===== src/sv/ebdc_pkg.sv =====
// shared types, constants and helper function of the balanced drive controller
package ebdc_pkg;

	localparam int COUNT_BITS_DEF = 16;
	localparam int TARGET_W       = 15;
	localparam int SPEED_W        = 8;
	localparam int PWM_W          = 8;
	localparam int DUTY_W         = 9;
	localparam int LINES_W        = 4;
	localparam int MODE_W         = 4;
	localparam int GAP_W          = 16;
	localparam int CFG_IDX_W      = 1;
	localparam int CFG_DATA_W     = 8;

	localparam logic KIND_START = 1'b0;
	localparam logic KIND_TICK  = 1'b1;

	localparam logic [2:0] MOVE_STRAIGHT = 3'd1;
	localparam logic [2:0] MOVE_BACK     = 3'd2;
	localparam logic [2:0] MOVE_ROT_CW   = 3'd3;
	localparam logic [2:0] MOVE_ROT_CC   = 3'd4;

	localparam logic [LINES_W-1:0] LINES_STRAIGHT = 4'h9;
	localparam logic [LINES_W-1:0] LINES_ROT_CW   = 4'hA;
	localparam logic [LINES_W-1:0] LINES_ROT_CC   = 4'h5;
	localparam logic [LINES_W-1:0] LINES_DEFAULT  = 4'h6;

	localparam logic [CFG_IDX_W-1:0] CFG_MAX_PWM = 1'd0;
	localparam logic [CFG_IDX_W-1:0] CFG_MIN_PWM = 1'd1;

	localparam logic [PWM_W-1:0] MAX_PWM_RST = 8'd240;
	localparam logic [PWM_W-1:0] MIN_PWM_RST = 8'd0;

	localparam logic signed [MODE_W-1:0] BAND_ZERO = 4'sd0;
	localparam logic signed [MODE_W-1:0] BAND_P1   = 4'sd1;
	localparam logic signed [MODE_W-1:0] BAND_P2   = 4'sd2;
	localparam logic signed [MODE_W-1:0] BAND_P4   = 4'sd4;
	localparam logic signed [MODE_W-1:0] BAND_N1   = -4'sd1;
	localparam logic signed [MODE_W-1:0] BAND_N2   = -4'sd2;
	localparam logic signed [MODE_W-1:0] BAND_N3   = -4'sd3;
	localparam logic signed [MODE_W-1:0] BAND_N4   = -4'sd4;

	localparam int GAP_BAND_1  = 15;
	localparam int GAP_BAND_2  = 50;
	localparam int GAP_BAND_N3 = 35;
	localparam int BOOST_LIMIT = 70;
	localparam int RIGHT_OFFS  = 3;

	typedef struct packed {
		logic                  kind;
		logic [TARGET_W-1:0]   target_pulses;
		logic [SPEED_W-1:0]    base_speed;
		logic [2:0]            move_type;
		logic                  left_pulse;
		logic                  right_pulse;
	} item_t;

	typedef struct packed {
		logic [PWM_W-1:0]          left_pwm;
		logic [PWM_W-1:0]          right_pwm;
		logic [LINES_W-1:0]        drive_lines;
		logic [LINES_W-1:0]        brake_lines;
		logic                      busy_res;
		logic                      done_res;
		logic signed [MODE_W-1:0]  band_mode;
		logic signed [GAP_W-1:0]   count_gap;
	} result_t;

	typedef struct packed {
		logic [PWM_W-1:0] max_pwm;
		logic [PWM_W-1:0] min_pwm;
	} cfg_t;

	// x / 10 by reciprocal, exact for 8-bit x
	function automatic logic [SPEED_W-1:0] div10(input logic [SPEED_W-1:0] x);
		logic [SPEED_W+11:0] prod;
		prod = {12'd0, x} * 20'd205;
		return prod[SPEED_W+10:11];
	endfunction

endpackage


===== src/sv/ebdc_in_if.sv =====
// input item channel: valid, ready and item fields
interface ebdc_in_if;
	import ebdc_pkg::*;

	logic                valid;
	logic                ready;
	logic                kind;
	logic [TARGET_W-1:0] target_pulses;
	logic [SPEED_W-1:0]  base_speed;
	logic [2:0]          move_type;
	logic                left_pulse;
	logic                right_pulse;

	modport source (
		output valid, kind, target_pulses, base_speed, move_type, left_pulse, right_pulse,
		input  ready
	);
	modport sink (
		input  valid, kind, target_pulses, base_speed, move_type, left_pulse, right_pulse,
		output ready
	);
endinterface


===== src/sv/ebdc_out_if.sv =====
// result channel: valid, ready and result fields
interface ebdc_out_if;
	import ebdc_pkg::*;

	logic                     valid;
	logic                     ready;
	logic [PWM_W-1:0]         left_pwm;
	logic [PWM_W-1:0]         right_pwm;
	logic [LINES_W-1:0]       drive_lines;
	logic [LINES_W-1:0]       brake_lines;
	logic                     busy_res;
	logic                     done_res;
	logic signed [MODE_W-1:0] band_mode;
	logic signed [GAP_W-1:0]  count_gap;

	modport source (
		output valid, left_pwm, right_pwm, drive_lines, brake_lines, busy_res, done_res,
			band_mode, count_gap,
		input  ready
	);
	modport sink (
		input  valid, left_pwm, right_pwm, drive_lines, brake_lines, busy_res, done_res,
			band_mode, count_gap,
		output ready
	);
endinterface


===== src/sv/ebdc_core.sv =====
// move state registers and the single-pass start and tick update
module ebdc_core #(
	parameter int COUNT_BITS = ebdc_pkg::COUNT_BITS_DEF
) (
	input  logic             clk,
	input  logic             arst_n,
	input  logic             step,
	input  ebdc_pkg::item_t  item,
	input  ebdc_pkg::cfg_t   cfg,
	output ebdc_pkg::result_t res
);
	import ebdc_pkg::*;

	localparam int CW = ((COUNT_BITS > TARGET_W) ? COUNT_BITS : TARGET_W) + 2;
	localparam int GW = COUNT_BITS + 1;
	localparam int WW = GW + GAP_W + 1;

	localparam logic signed [GW-1:0] T_B1  = GW'(GAP_BAND_1);
	localparam logic signed [GW-1:0] T_B2  = GW'(GAP_BAND_2);
	localparam logic signed [GW-1:0] T_BN3 = GW'(GAP_BAND_N3);
	localparam logic signed [WW-1:0] GAP_HI = WW'(32767);
	localparam logic signed [WW-1:0] GAP_LO = -WW'(32768);

	logic [COUNT_BITS-1:0]    lcnt_q, rcnt_q, lcnt_d, rcnt_d, lcnt_inc, rcnt_inc;
	logic [TARGET_W-1:0]      target_q, target_d;
	logic [PWM_W-1:0]         lduty_q, lduty_d;
	logic [DUTY_W-1:0]        rduty_q, rduty_d;
	logic                     slow_q, slow_d;
	logic [LINES_W-1:0]       lines_q, lines_d, lines_sel;
	logic                     run_q, run_d;
	logic signed [MODE_W-1:0] mode_q, mode_d;
	logic                     done;

	logic [CW-1:0]            l_ext, r_ext, t_ext;
	logic signed [GW-1:0]     diff;
	logic signed [WW-1:0]     gap_w;
	logic signed [MODE_W-1:0] band, dstep;
	logic signed [DUTY_W:0]   rsum, rclamp;
	logic [SPEED_W-1:0]       boost;

	assign lcnt_inc = (item.left_pulse && lcnt_q != '1) ? lcnt_q + 1'b1 : lcnt_q;
	assign rcnt_inc = (item.right_pulse && rcnt_q != '1) ? rcnt_q + 1'b1 : rcnt_q;
	assign l_ext = CW'(lcnt_inc);
	assign r_ext = CW'(rcnt_inc);
	assign t_ext = CW'(target_q);
	assign diff  = $signed({1'b0, lcnt_inc}) - $signed({1'b0, rcnt_inc});
	assign boost = (item.base_speed < SPEED_W'(BOOST_LIMIT)) ? div10(item.base_speed) : '0;

	always_comb begin
		unique case (item.move_type)
			MOVE_STRAIGHT: lines_sel = LINES_STRAIGHT;
			MOVE_ROT_CW:   lines_sel = LINES_ROT_CW;
			MOVE_ROT_CC:   lines_sel = LINES_ROT_CC;
			default:       lines_sel = LINES_DEFAULT;
		endcase
	end

	always_comb begin
		lcnt_d   = lcnt_q;
		rcnt_d   = rcnt_q;
		target_d = target_q;
		lduty_d  = lduty_q;
		rduty_d  = rduty_q;
		slow_d   = slow_q;
		lines_d  = lines_q;
		run_d    = run_q;
		mode_d   = mode_q;
		done     = 1'b0;
		band     = BAND_ZERO;
		dstep    = '0;
		rsum     = '0;
		rclamp   = '0;
		if (item.kind == KIND_START) begin
			lcnt_d   = '0;
			rcnt_d   = '0;
			target_d = item.target_pulses;
			slow_d   = 1'b0;
			mode_d   = BAND_ZERO;
			lduty_d  = item.base_speed;
			rduty_d  = DUTY_W'(item.base_speed) + DUTY_W'(RIGHT_OFFS) + DUTY_W'(boost);
			lines_d  = lines_sel;
			run_d    = 1'b1;
		end else if (run_q) begin
			lcnt_d = lcnt_inc;
			rcnt_d = rcnt_inc;
			if (l_ext >= t_ext && r_ext >= t_ext) begin
				done    = 1'b1;
				run_d   = 1'b0;
				lduty_d = cfg.max_pwm;
				rduty_d = DUTY_W'(cfg.max_pwm);
			end else begin
				if ({l_ext[CW-2:0], 1'b0} > t_ext && {r_ext[CW-2:0], 1'b0} > t_ext) begin
					if (lduty_q != '0)
						lduty_d = lduty_q - 1'b1;
					slow_d = 1'b1;
				end
				if (diff > T_B2) begin
					band = BAND_P4; dstep = 4'sd4;
				end else if (diff > T_B1) begin
					band = BAND_P2; dstep = 4'sd2;
				end else if (diff > 0) begin
					band = BAND_P1; dstep = 4'sd1;
				end else if (diff < -T_B2) begin
					band = BAND_N4; dstep = slow_d ? -4'sd4 : -4'sd5;
				end else if (diff < -T_BN3) begin
					band = BAND_N3; dstep = slow_d ? -4'sd3 : -4'sd4;
				end else if (diff < -T_B1) begin
					band = BAND_N2; dstep = slow_d ? -4'sd1 : -4'sd2;
				end else if (diff < 0) begin
					band = BAND_N1; dstep = slow_d ? 4'sd0 : -4'sd1;
				end
				mode_d = band;
				if (diff != 0) begin
					rsum   = $signed({1'b0, rduty_q}) + (DUTY_W+1)'(dstep);
					rclamp = rsum;
					if (rclamp < $signed({2'b00, cfg.min_pwm}))
						rclamp = $signed({2'b00, cfg.min_pwm});
					if (rclamp > $signed({2'b00, cfg.max_pwm}))
						rclamp = $signed({2'b00, cfg.max_pwm});
					rduty_d = rclamp[DUTY_W-1:0];
				end
			end
		end
	end

	// result fields from the updated state
	always_comb begin
		gap_w = WW'($signed({1'b0, lcnt_d}) - $signed({1'b0, rcnt_d}));
		if (gap_w > GAP_HI)
			gap_w = GAP_HI;
		else if (gap_w < GAP_LO)
			gap_w = GAP_LO;
		res.left_pwm    = lduty_d;
		res.right_pwm   = (rduty_d > DUTY_W'(255)) ? 8'hFF : rduty_d[PWM_W-1:0];
		res.drive_lines = lines_d;
		res.brake_lines = (lines_d != '0) ? ~lines_d : '0;
		res.busy_res    = run_d;
		res.done_res    = done;
		res.band_mode   = mode_d;
		res.count_gap   = gap_w[GAP_W-1:0];
	end

	always_ff @(posedge clk or negedge arst_n) begin
		if (!arst_n) begin
			lcnt_q   <= '0;
			rcnt_q   <= '0;
			target_q <= '0;
			lduty_q  <= '0;
			rduty_q  <= '0;
			slow_q   <= 1'b0;
			lines_q  <= '0;
			run_q    <= 1'b0;
			mode_q   <= BAND_ZERO;
		end else if (step) begin
			lcnt_q   <= lcnt_d;
			rcnt_q   <= rcnt_d;
			target_q <= target_d;
			lduty_q  <= lduty_d;
			rduty_q  <= rduty_d;
			slow_q   <= slow_d;
			lines_q  <= lines_d;
			run_q    <= run_d;
			mode_q   <= mode_d;
		end
	end

endmodule


===== src/sv/encoder_balanced_drive_control.sv =====
// top level: input register, configuration registers, core and result register
// an accepted item is held in the input register, and the core's result for it in the result register
// throughput: one item per cycle while results are taken, set by the single-pass update in the core
// while a result waits to be taken the input register takes one more item and holds
// reset clears all move state, the valid flags and loads the pwm limits (240, 0)
module encoder_balanced_drive_control #(
	parameter int COUNT_BITS = ebdc_pkg::COUNT_BITS_DEF
) (
	input  logic                             clk,
	input  logic                             arst_n,
	ebdc_in_if.sink                          items,
	ebdc_out_if.source                       results,
	input  logic                             cfg_we,
	input  logic [ebdc_pkg::CFG_IDX_W-1:0]   cfg_index,
	input  logic [ebdc_pkg::CFG_DATA_W-1:0]  cfg_wdata
);
	import ebdc_pkg::*;

	logic    valid_s1, res_valid_q, advance, fire;
	item_t   item_s1;
	cfg_t    cfg_q;
	result_t res_c, res_q;

	assign advance     = !res_valid_q || results.ready;
	assign fire        = valid_s1 && advance;
	assign items.ready = !valid_s1 || advance;

	always_ff @(posedge clk or negedge arst_n) begin
		if (!arst_n) begin
			cfg_q.max_pwm <= MAX_PWM_RST;
			cfg_q.min_pwm <= MIN_PWM_RST;
		end else if (cfg_we) begin
			unique case (cfg_index)
				CFG_MAX_PWM: cfg_q.max_pwm <= cfg_wdata[PWM_W-1:0];
				CFG_MIN_PWM: cfg_q.min_pwm <= cfg_wdata[PWM_W-1:0];
				default: ;
			endcase
		end
	end

	always_ff @(posedge clk or negedge arst_n) begin
		if (!arst_n)
			valid_s1 <= 1'b0;
		else if (items.ready)
			valid_s1 <= items.valid;
	end

	always_ff @(posedge clk) begin
		if (items.ready && items.valid) begin
			item_s1.kind          <= items.kind;
			item_s1.target_pulses <= items.target_pulses;
			item_s1.base_speed    <= items.base_speed;
			item_s1.move_type     <= items.move_type;
			item_s1.left_pulse    <= items.left_pulse;
			item_s1.right_pulse   <= items.right_pulse;
		end
	end

	ebdc_core #(
		.COUNT_BITS(COUNT_BITS)
	) u_core (
		.clk    (clk),
		.arst_n (arst_n),
		.step   (fire),
		.item   (item_s1),
		.cfg    (cfg_q),
		.res    (res_c)
	);

	always_ff @(posedge clk or negedge arst_n) begin
		if (!arst_n)
			res_valid_q <= 1'b0;
		else if (advance)
			res_valid_q <= valid_s1;
	end

	always_ff @(posedge clk) begin
		if (fire)
			res_q <= res_c;
	end

	assign results.valid       = res_valid_q;
	assign results.left_pwm    = res_q.left_pwm;
	assign results.right_pwm   = res_q.right_pwm;
	assign results.drive_lines = res_q.drive_lines;
	assign results.brake_lines = res_q.brake_lines;
	assign results.busy_res    = res_q.busy_res;
	assign results.done_res    = res_q.done_res;
	assign results.band_mode   = res_q.band_mode;
	assign results.count_gap   = res_q.count_gap;

endmodule


===== src/flat_wrapper.sv =====
// flat-port wrapper written by rule: the top's interface ports become plain ports
module encoder_balanced_drive_control_flat import ebdc_pkg::*;
#(
	parameter int COUNT_BITS = ebdc_pkg::COUNT_BITS_DEF
)
  (clk, arst_n, cfg_we, cfg_index, cfg_wdata, items_valid, items_kind, items_target_pulses, items_base_speed, items_move_type, items_left_pulse, items_right_pulse, items_ready, results_valid, results_left_pwm, results_right_pwm, results_drive_lines, results_brake_lines, results_busy_res, results_done_res, results_band_mode, results_count_gap, results_ready);
  ebdc_in_if items_i ();
  ebdc_out_if results_i ();
  input  logic clk;
  input  logic arst_n;
  input  logic cfg_we;
  input  logic [ebdc_pkg::CFG_IDX_W-1:0] cfg_index;
  input  logic [ebdc_pkg::CFG_DATA_W-1:0] cfg_wdata;
  input wire logic [$bits(items_i.valid)-1:0] items_valid;
  input wire logic [$bits(items_i.kind)-1:0] items_kind;
  input wire logic [$bits(items_i.target_pulses)-1:0] items_target_pulses;
  input wire logic [$bits(items_i.base_speed)-1:0] items_base_speed;
  input wire logic [$bits(items_i.move_type)-1:0] items_move_type;
  input wire logic [$bits(items_i.left_pulse)-1:0] items_left_pulse;
  input wire logic [$bits(items_i.right_pulse)-1:0] items_right_pulse;
  output wire logic [$bits(items_i.ready)-1:0] items_ready;
  output wire logic [$bits(results_i.valid)-1:0] results_valid;
  output wire logic [$bits(results_i.left_pwm)-1:0] results_left_pwm;
  output wire logic [$bits(results_i.right_pwm)-1:0] results_right_pwm;
  output wire logic [$bits(results_i.drive_lines)-1:0] results_drive_lines;
  output wire logic [$bits(results_i.brake_lines)-1:0] results_brake_lines;
  output wire logic [$bits(results_i.busy_res)-1:0] results_busy_res;
  output wire logic [$bits(results_i.done_res)-1:0] results_done_res;
  output wire logic [$bits(results_i.band_mode)-1:0] results_band_mode;
  output wire logic [$bits(results_i.count_gap)-1:0] results_count_gap;
  input wire logic [$bits(results_i.ready)-1:0] results_ready;
  assign items_i.valid = items_valid;
  assign items_i.kind = items_kind;
  assign items_i.target_pulses = items_target_pulses;
  assign items_i.base_speed = items_base_speed;
  assign items_i.move_type = items_move_type;
  assign items_i.left_pulse = items_left_pulse;
  assign items_i.right_pulse = items_right_pulse;
  assign items_ready = items_i.ready;
  assign results_valid = results_i.valid;
  assign results_left_pwm = results_i.left_pwm;
  assign results_right_pwm = results_i.right_pwm;
  assign results_drive_lines = results_i.drive_lines;
  assign results_brake_lines = results_i.brake_lines;
  assign results_busy_res = results_i.busy_res;
  assign results_done_res = results_i.done_res;
  assign results_band_mode = results_i.band_mode;
  assign results_count_gap = results_i.count_gap;
  assign results_i.ready = results_ready;
  encoder_balanced_drive_control #(.COUNT_BITS(COUNT_BITS)) u_core (.clk(clk), .arst_n(arst_n), .items(items_i), .results(results_i), .cfg_we(cfg_we), .cfg_index(cfg_index), .cfg_wdata(cfg_wdata));
endmodule

===== config.mk =====
export PLATFORM = sky130hd
export DESIGN_NAME = encoder_balanced_drive_control_flat
export DESIGN_NICKNAME = d
export VERILOG_FILES = /design/src/sv/ebdc_pkg.sv /design/src/sv/ebdc_in_if.sv /design/src/sv/ebdc_out_if.sv /design/src/sv/ebdc_core.sv /design/src/sv/encoder_balanced_drive_control.sv /design/src/flat_wrapper.sv
export SDC_FILE = /design/constraint.sdc
export NUM_CORES = 1
export LEC_CHECK = 0
export BUFFER_PORTS_ARGS = -buffer_cell sky130_fd_sc_hd__buf_4
export CAP_MARGIN = 5
export CORE_UTILIZATION = 55
export CTS_CLUSTER_SIZE = 14
export DETAILED_ROUTE_END_ITERATION = 8
export PLACE_DENSITY = 0.73
export RECOVER_POWER = 25
export SKIP_CTS_REPAIR_TIMING = 1
export SLEW_MARGIN = 25
export SYNTH_ARGS = -nofsm -noshare
export SYNTH_HDL_FRONTEND = slang
export SYNTH_SLANG_ARGS = --single-unit

===== constraint.sdc =====
create_clock -name clk -period 30.7 [get_ports clk]
set_input_delay 0 -clock clk [delete_from_list [all_inputs] [get_ports clk]]
set_output_delay 0 -clock clk [all_outputs]
set_load 0.02 [all_outputs]

* After elaboration in Yosys (flattened, before gate mapping)
Cells that the tools add are included.
** Word-level totals
- Register bits :: 167
- Output and inout port bits :: 48
- Word-level logic and storage cells :: 141
** Operators by class
- Add/subtract/negate cells :: 8
- Multiply operators :: 1
- Order comparisons :: 17
- Eq/ne operators :: 7
- Muxes and demuxes :: 60
- Bitwise operators :: 3
- Reduce and logical (&&, ||, !) cells :: 18
** Operator list (number)
- 16-bit two-way mux :: 7
- 4-bit two-way mux :: 22
- 10-bit two-way mux :: 5
- 9-bit two-way mux :: 5
- 8-bit two-way mux :: 5
- 17-bit by 15-bit greater-than comparator with 1-bit output :: 2
- 17-bit by 7-bit less-than comparator with 1-bit output, second input constant :: 2
- 16-bit by 16-bit subtractor with 17-bit output :: 2
- 16-bit by 1-bit adder with 16-bit output, second input constant :: 2
- 16-bit by 15-bit greater-or-equal comparator with 1-bit output :: 2
- 16-bit != test, second input constant :: 2
- 32-bit nonzero test :: 1
- 17-bit by 1-bit greater-than comparator with 1-bit output, second input constant :: 1
- 17-bit by 16-bit greater-than comparator with 1-bit output, second input constant :: 1
- 17-bit by 5-bit greater-than comparator with 1-bit output, second input constant :: 1
- 17-bit by 7-bit greater-than comparator with 1-bit output, second input constant :: 1
- 17-bit by 1-bit less-than comparator with 1-bit output, second input constant :: 1
- 17-bit by 16-bit less-than comparator with 1-bit output, second input constant :: 1
- 17-bit by 5-bit less-than comparator with 1-bit output, second input constant :: 1
- 8-bit by 8-bit multiplier with 16-bit output, second input constant :: 1
- 1-bit two-way mux :: 13
- 4-bit case mux with 3 select lines :: 1
- 10-bit by 4-bit adder with 10-bit output :: 1
- 10-bit by 9-bit greater-than comparator with 1-bit output :: 1
- other kinds (21) :: 33

* Logic depth before layout (Yosys ltp)
- Depth in word-level cells :: 34
- Gate-level depth with buffers :: 57
- Mapped depth without buffers :: 54

* Hierarchy
A second synthesis with hierarchy kept.
** Unflattened totals
- Cells, all modules :: 1561
- Area total of the unflattened synthesis :: 14203.6 µm²
** By module, submodules not included
- ebdc_core :: times used 1, cells each 1443, area each 11215.8 µm², sequential area each 1851.8 µm²
- encoder_balanced_drive_control :: times used 1, cells each 118, area each 2987.9 µm², sequential area each 2707.6 µm²

* Worst setup path after synthesis
No wires, ideal clock.
- Path type :: register to register
- Start :: reg u_core.u_core.lcnt_q[5]
- End :: reg u_core.res_q (netlist bit u_core.results.right_pwm[1]) (data pin)
- Setup time :: 0.267 ns
- Arrival time :: 10.492 ns
- Required time :: 30.433 ns
- Slack :: 19.940 ns
- Cell stages (with the launch flop) :: 55
- Buffers on the path :: 5
- Clock period less this slack :: 10.760 ns
- Path through :: dfrtp_1 -> buf_2 -> and3_1 -> buf_4 -> and4_4 -> buf_6 -> a21oi_1 -> and4_1 -> xor2_1 -> ha_1 -> clkbuf_1 -> a21o_1 -> a21o_1 -> a21oi_1 -> o21a_1 -> o21bai_1 -> xnor2_1 -> mux2_2 -> [19 not listed] -> nand2_1 -> a211oi_2 -> ha_1 -> clkbuf_1 -> mux2_2 -> ha_1 -> nor2b_1 -> o21a_1 -> o21a_1 -> o21a_1 -> o21a_1 -> o21a_1 -> o21ai_0 -> nand2b_1 -> a21oi_1 -> mux2_2 -> a211oi_1 -> o21ai_0
** Between the ends
- Cells in the longest elaborated chain, start to end :: 34
- Elaborated cells between the ends (all ways) :: 49
- Classes of those cells :: add/sub: 3; order compare: 12; eq/ne: 1; mux: 29; reduce/logical: 4
** Ends and longest elaborated chain
- from (decl) :: line ebdc_core.sv:24 : logic [COUNT_BITS-1:0] lcnt_q, rcnt_q, lcnt_d, rcnt_d, lcnt_inc, rcnt_inc;
- from (signal assigned) :: line ebdc_core.sv:155 : lcnt_q <= lcnt_d;
- branches (longest 2 deep; another with 16-bit by 1-bit adder with 16-bit output)
- 16-bit two-way mux * :: line ebdc_core.sv:41 : assign lcnt_inc = (item.left_pulse && lcnt_q != '1) ? lcnt_q + 1'b1 : lcnt_q;
- branches (longest 27 deep; another with 16-bit by 16-bit subtractor with 17-bit output)
- 9-bit two-way mux * :: line ebdc_core.sv:86 : if (l_ext >= t_ext && r_ext >= t_ext) begin
- 9-bit two-way mux * :: line ebdc_core.sv:83 : end else if (run_q) begin
- 9-bit two-way mux * :: line ebdc_core.sv:73 : if (item.kind == KIND_START) begin
- 9-bit by 8-bit greater-than comparator with 1-bit output :: line ebdc_core.sv:134 : res.right_pwm = (rduty_d > DUTY_W'(255)) ? 8'hFF : rduty_d[PWM_W-1:0];
- to (signal assigned) :: line encoder_balanced_drive_control.sv:79 : res_q <= res_c;
- to (decl) :: line encoder_balanced_drive_control.sv:22 : result_t res_c, res_q;
Every way passes the cells marked *. The select of a mux whose other input is x is not followed.
A chain may end at the register's enable or synchronous reset.

* Worst setup path after layout
- Start :: reg u_core.u_core.rcnt_q[0]
- End :: reg u_core.res_q (netlist bit u_core.results.right_pwm[1]) (data pin)
** Between the ends
- Cells in the longest elaborated chain, start to end :: 34
- Elaborated cells between the ends (all ways) :: 49
- Classes of those cells :: add/sub: 3; order compare: 12; eq/ne: 1; mux: 29; reduce/logical: 4
** Ends and longest elaborated chain
- from (decl) :: line ebdc_core.sv:24
- from (signal assigned) :: line ebdc_core.sv:156 : rcnt_q <= rcnt_d;
- branches (longest 2 deep; another with 16-bit by 1-bit adder with 16-bit output)
- 16-bit two-way mux * :: line ebdc_core.sv:42 : assign rcnt_inc = (item.right_pulse && rcnt_q != '1) ? rcnt_q + 1'b1 : rcnt_q;
- branches (longest 27 deep; another with 16-bit by 16-bit subtractor with 17-bit output)
- 9-bit two-way mux * :: line ebdc_core.sv:86
- 9-bit two-way mux * :: line ebdc_core.sv:83
- 9-bit two-way mux * :: line ebdc_core.sv:73
- 9-bit by 8-bit greater-than comparator with 1-bit output :: line ebdc_core.sv:134
Marked as above.

==> flow_metrics.tcl <==
set metrics [dict create \
    muxShareOfSynthArea_pct 4.20 \
    grt_pass1_wl_um 60200 \
    antenna_found_initial 0 \
    synth_xor_xnor_area_share_pct 5.40 \
    drt_iter0_markers 1053 \
    syn-num-nets 1803 \
    hold_path.class "in -> reg" \
    die_x_um 164 \
    insertion_delay_ns 0.45 \
    critPathMostFrequentCell "ha_1" \
    dp_cells 1937 \
    drt-wirelength-per-cell_um 19.1 \
    relSlewSlack_pct -72.7 \
    synthAdderAreaFrac_pct 17.4 \
    crit_arrival_ns 12.22 \
    crit_path_end_kind "flip-flop" \
    rsz0062_at_grt "no" \
    crit_type "reg -> reg" \
    ys_seq_area_share_pct 31.8 \
    num_rows 58 \
    cts.sinks 167 \
    final_common_cell "ha_1" \
    synth_top_family_by_area "compound AO/OA/AOI/OAI gates" \
    num-nets-final 1906 \
    coreArea_um2 25400 \
    fmax_ghz 0.0830 \
    use_met2_pct 45.0 \
    place.gp.congestion 0.963 \
    io_pins 91 \
    ys_ff_latch 167 \
    final.setup.tns_ns 0 \
    htreeDepth 4 \
    maxSlewViolCount 45 \
    totalWireLength_um 38400 \
    setup_viol 0 \
    cts_buffer_depth 2 \
    critPathMaxStageDelay_ns 0.75 \
    synth-simple-area-share_pct 16.7 \
    max-cap-violations 1 \
    yosysWarnings 0 \
    period_minus_slack_ns 12.05 \
    vias 12200 \
    cp-start-kind "flip-flop" \
    period_share_pct 39.3 \
    grt_overflow 0 \
    synth_edf_count 75 \
    via_per_inst 6.05 \
    cts_root_buf "clkbuf_16" \
    required_ns 30.86 \
    drt.antenna.violating_nets 0 \
    synth.distinct_cells 99 \
    die_y_um 164 \
    final_cell_mix "ha_1 (176), nand2_1 (146), inv_1 (136), nor2_1 (103), o21ai_0 (95)" \
    place_hpwl_um 28700 \
    numPortBuffers 90 \
    place_area_um2 15300 \
    drcViolationCount 0 \
    p_per_area_nw_per_um2 86.7 \
    cts.reportedPaths.clkPinSlew_ns 0.09 \
    violations "max-capacitance violations, max-slew violations" \
    async_flop_share_pct 55.1 \
    grt_usage_pct 29.2 \
    finClkSkew_ns 0.0233 \
    grt_pass1_vias 11300 \
    holdWs_ns 0.0931 \
    p_leak_nw 7.52 \
    netlist_area_um2 14400 \
    gr-usage-met3_pct 4.65 \
    status "finished, violations left" \
    slowest_stage "a21oi_1" \
    tightest_slew_ns 2.59 \
    grt_max_degree 70 \
    layout-drive-gt1-share_pct 12.6 \
    cp_max_fo 11 \
    finalHoldViolCount 0 \
    dieArea_um2 26800 \
    utilization_pct 64.1 \
    initial_utilization_pct 56.5 \
    fin_cells 2015 \
    synth-compound-area-share_pct 19.1 \
    area_growth_syn_to_layout_pct 13.4 \
    cts_buffers 17 \
    cts_tree "yes" \
    netlist_instances 1569 \
    firstDrtPassIters 8 \
    dominantRegCellSynth "dfrtp_1" \
    top_usage_layer "met2" \
    finalInstanceArea_um2 16300 \
    use_met1_pct 41.8 \
    synth_area_per_cell_um2 9.15 \
    ir_drop_uv 88.7 \
    antenna_cells 0 \
]
## critical path, delay by kind of cell (launching register included)
family	cells	cell delay (ns)
AO/OA/AOI/OAI	22	4.35
flip-flops	1	0.48
adder cells (fa/ha/maj)	8	2.50
multiplexers	3	1.12
buffers and inverters	2	0.20
XOR/XNOR	3	0.87
AND/OR/NAND/NOR	13	2.22
## metal layers
metal | vias up | part of all wire (%)
met5 | - | 0
met4 | 0 | 2.2
met3 | 62 | 6.6
met2 | 438 | 45
met1 | 5833 | 46
li1 | 5854 | -
## sequential cells by signal, indices dropped and copies added, names as in the netlist, 4 cells and up
register,cells
u_core.u_core.rcnt_q,16
u_core.results.drive_lines,4
u_core.u_core.mode_q,4
u_core.u_core.rduty_q,9
u_core.results.left_pwm,8
u_core.u_core.target_q,15
u_core.cfg_q,16
u_core.results.right_pwm,8
u_core.u_core.lduty_q,8
u_core.item_s1,29
u_core.results.count_gap,16
u_core.results.brake_lines,4
u_core.u_core.lines_q,4
u_core.results.band_mode,4
u_core.u_core.lcnt_q,16
## synth_stat cells (4+ instances only)
cell	number	area, µm²
a2bb2oi_1	10	87.6
nand2_1	146	548
buf_1	7	26.3
clkbuf_1	36	135
o211ai_1	10	75.1
o21bai_1	13	97.6
nand2b_1	22	138
inv_1	137	514
dfstp_2	4	105
xor2_1	35	307
and4_1	5	43.8
mux2i_1	4	40.0
and2_1	20	125
or3_1	8	50.1
a31oi_1	18	113
nor2_1	104	390
o21ai_0	95	475
nor3_1	29	145
o21ai_1	4	20.0
o21a_1	26	195
xnor2_1	49	429
o31ai_1	13	97.6
a21oi_1	89	445
a21o_1	38	285
ha_1	176	2200
buf_2	16	80.1
o211a_1	4	40.0
and3_1	10	62.6
o221ai_1	4	35.0
nor4_1	6	37.5
a311o_1	7	70.1
o2bb2ai_1	5	43.8
nor3b_1	4	30.0
or2_2	11	68.8
a211oi_1	9	67.6
nor2b_1	19	119
mux2_2	50	563
nand3_1	29	145
o22ai_1	6	37.5
dfrtp_1	88	2200
fa_1	15	300
edfxtp_1	75	2250
o31a_1	5	43.8
nand4_1	23	144
## path summary, 6_finish.rpt
path                       slack, ns  cells past startpoint                          end                     from
max                            18.65                     51  u_core.results.right_pwm[1]  u_core.u_core.rcnt_q[0]
min                             0.09                      4             u_core.cfg_q[15]                   cfg_we
max in group asynchronous      28.04                      3              u_core.cfg_q[5]                   arst_n
min in group asynchronous       0.90                      2    u_core.u_core.target_q[1]                   arst_n
min reg2reg                     0.44                      2    u_core.u_core.target_q[4]       u_core.item_s1[17]
max reg2reg                    18.65                     51  u_core.results.right_pwm[1]  u_core.u_core.rcnt_q[0]
## metrics by stage
step	power (W)	setup slack (ns)
after detailed placement	0.00115	18.92
after CTS	0.00141	18.81
after floorplan	0.000955	19.94
after global routing	0.00152	17.81
final	0.00141	18.65
after global placement	0.00114	19.19
## logic make-up (layout without fill, tap and decap cells)
family                   Yosys count  after routing
buffers and inverters            200            316
XOR/XNOR                          86             86
AO/OA/AOI/OAI                    403            403
flip-flops                       167            167
adder cells (fa/ha/maj)          191            191
multiplexers                      54             54
AND/OR/NAND/NOR                  468            468
## report_power, final
part,switching (W),total (W),internal [W]
Clock,0.000107,0.000249,0.000141
Combinational,0.000463,0.000848,0.000385
Sequential,0.0000297,0.000314,0.000285
## cell type report
cell class	count	area [µm²]
clock buffer	18	439
clock inverter	14	209
inverter	138	518
multi-input combinational	1202	9020
sequential	167	4560
fill	2069	9120
timing repair buffer	146	1120
tap	330	413
Power figures use the tool's default switching activity.
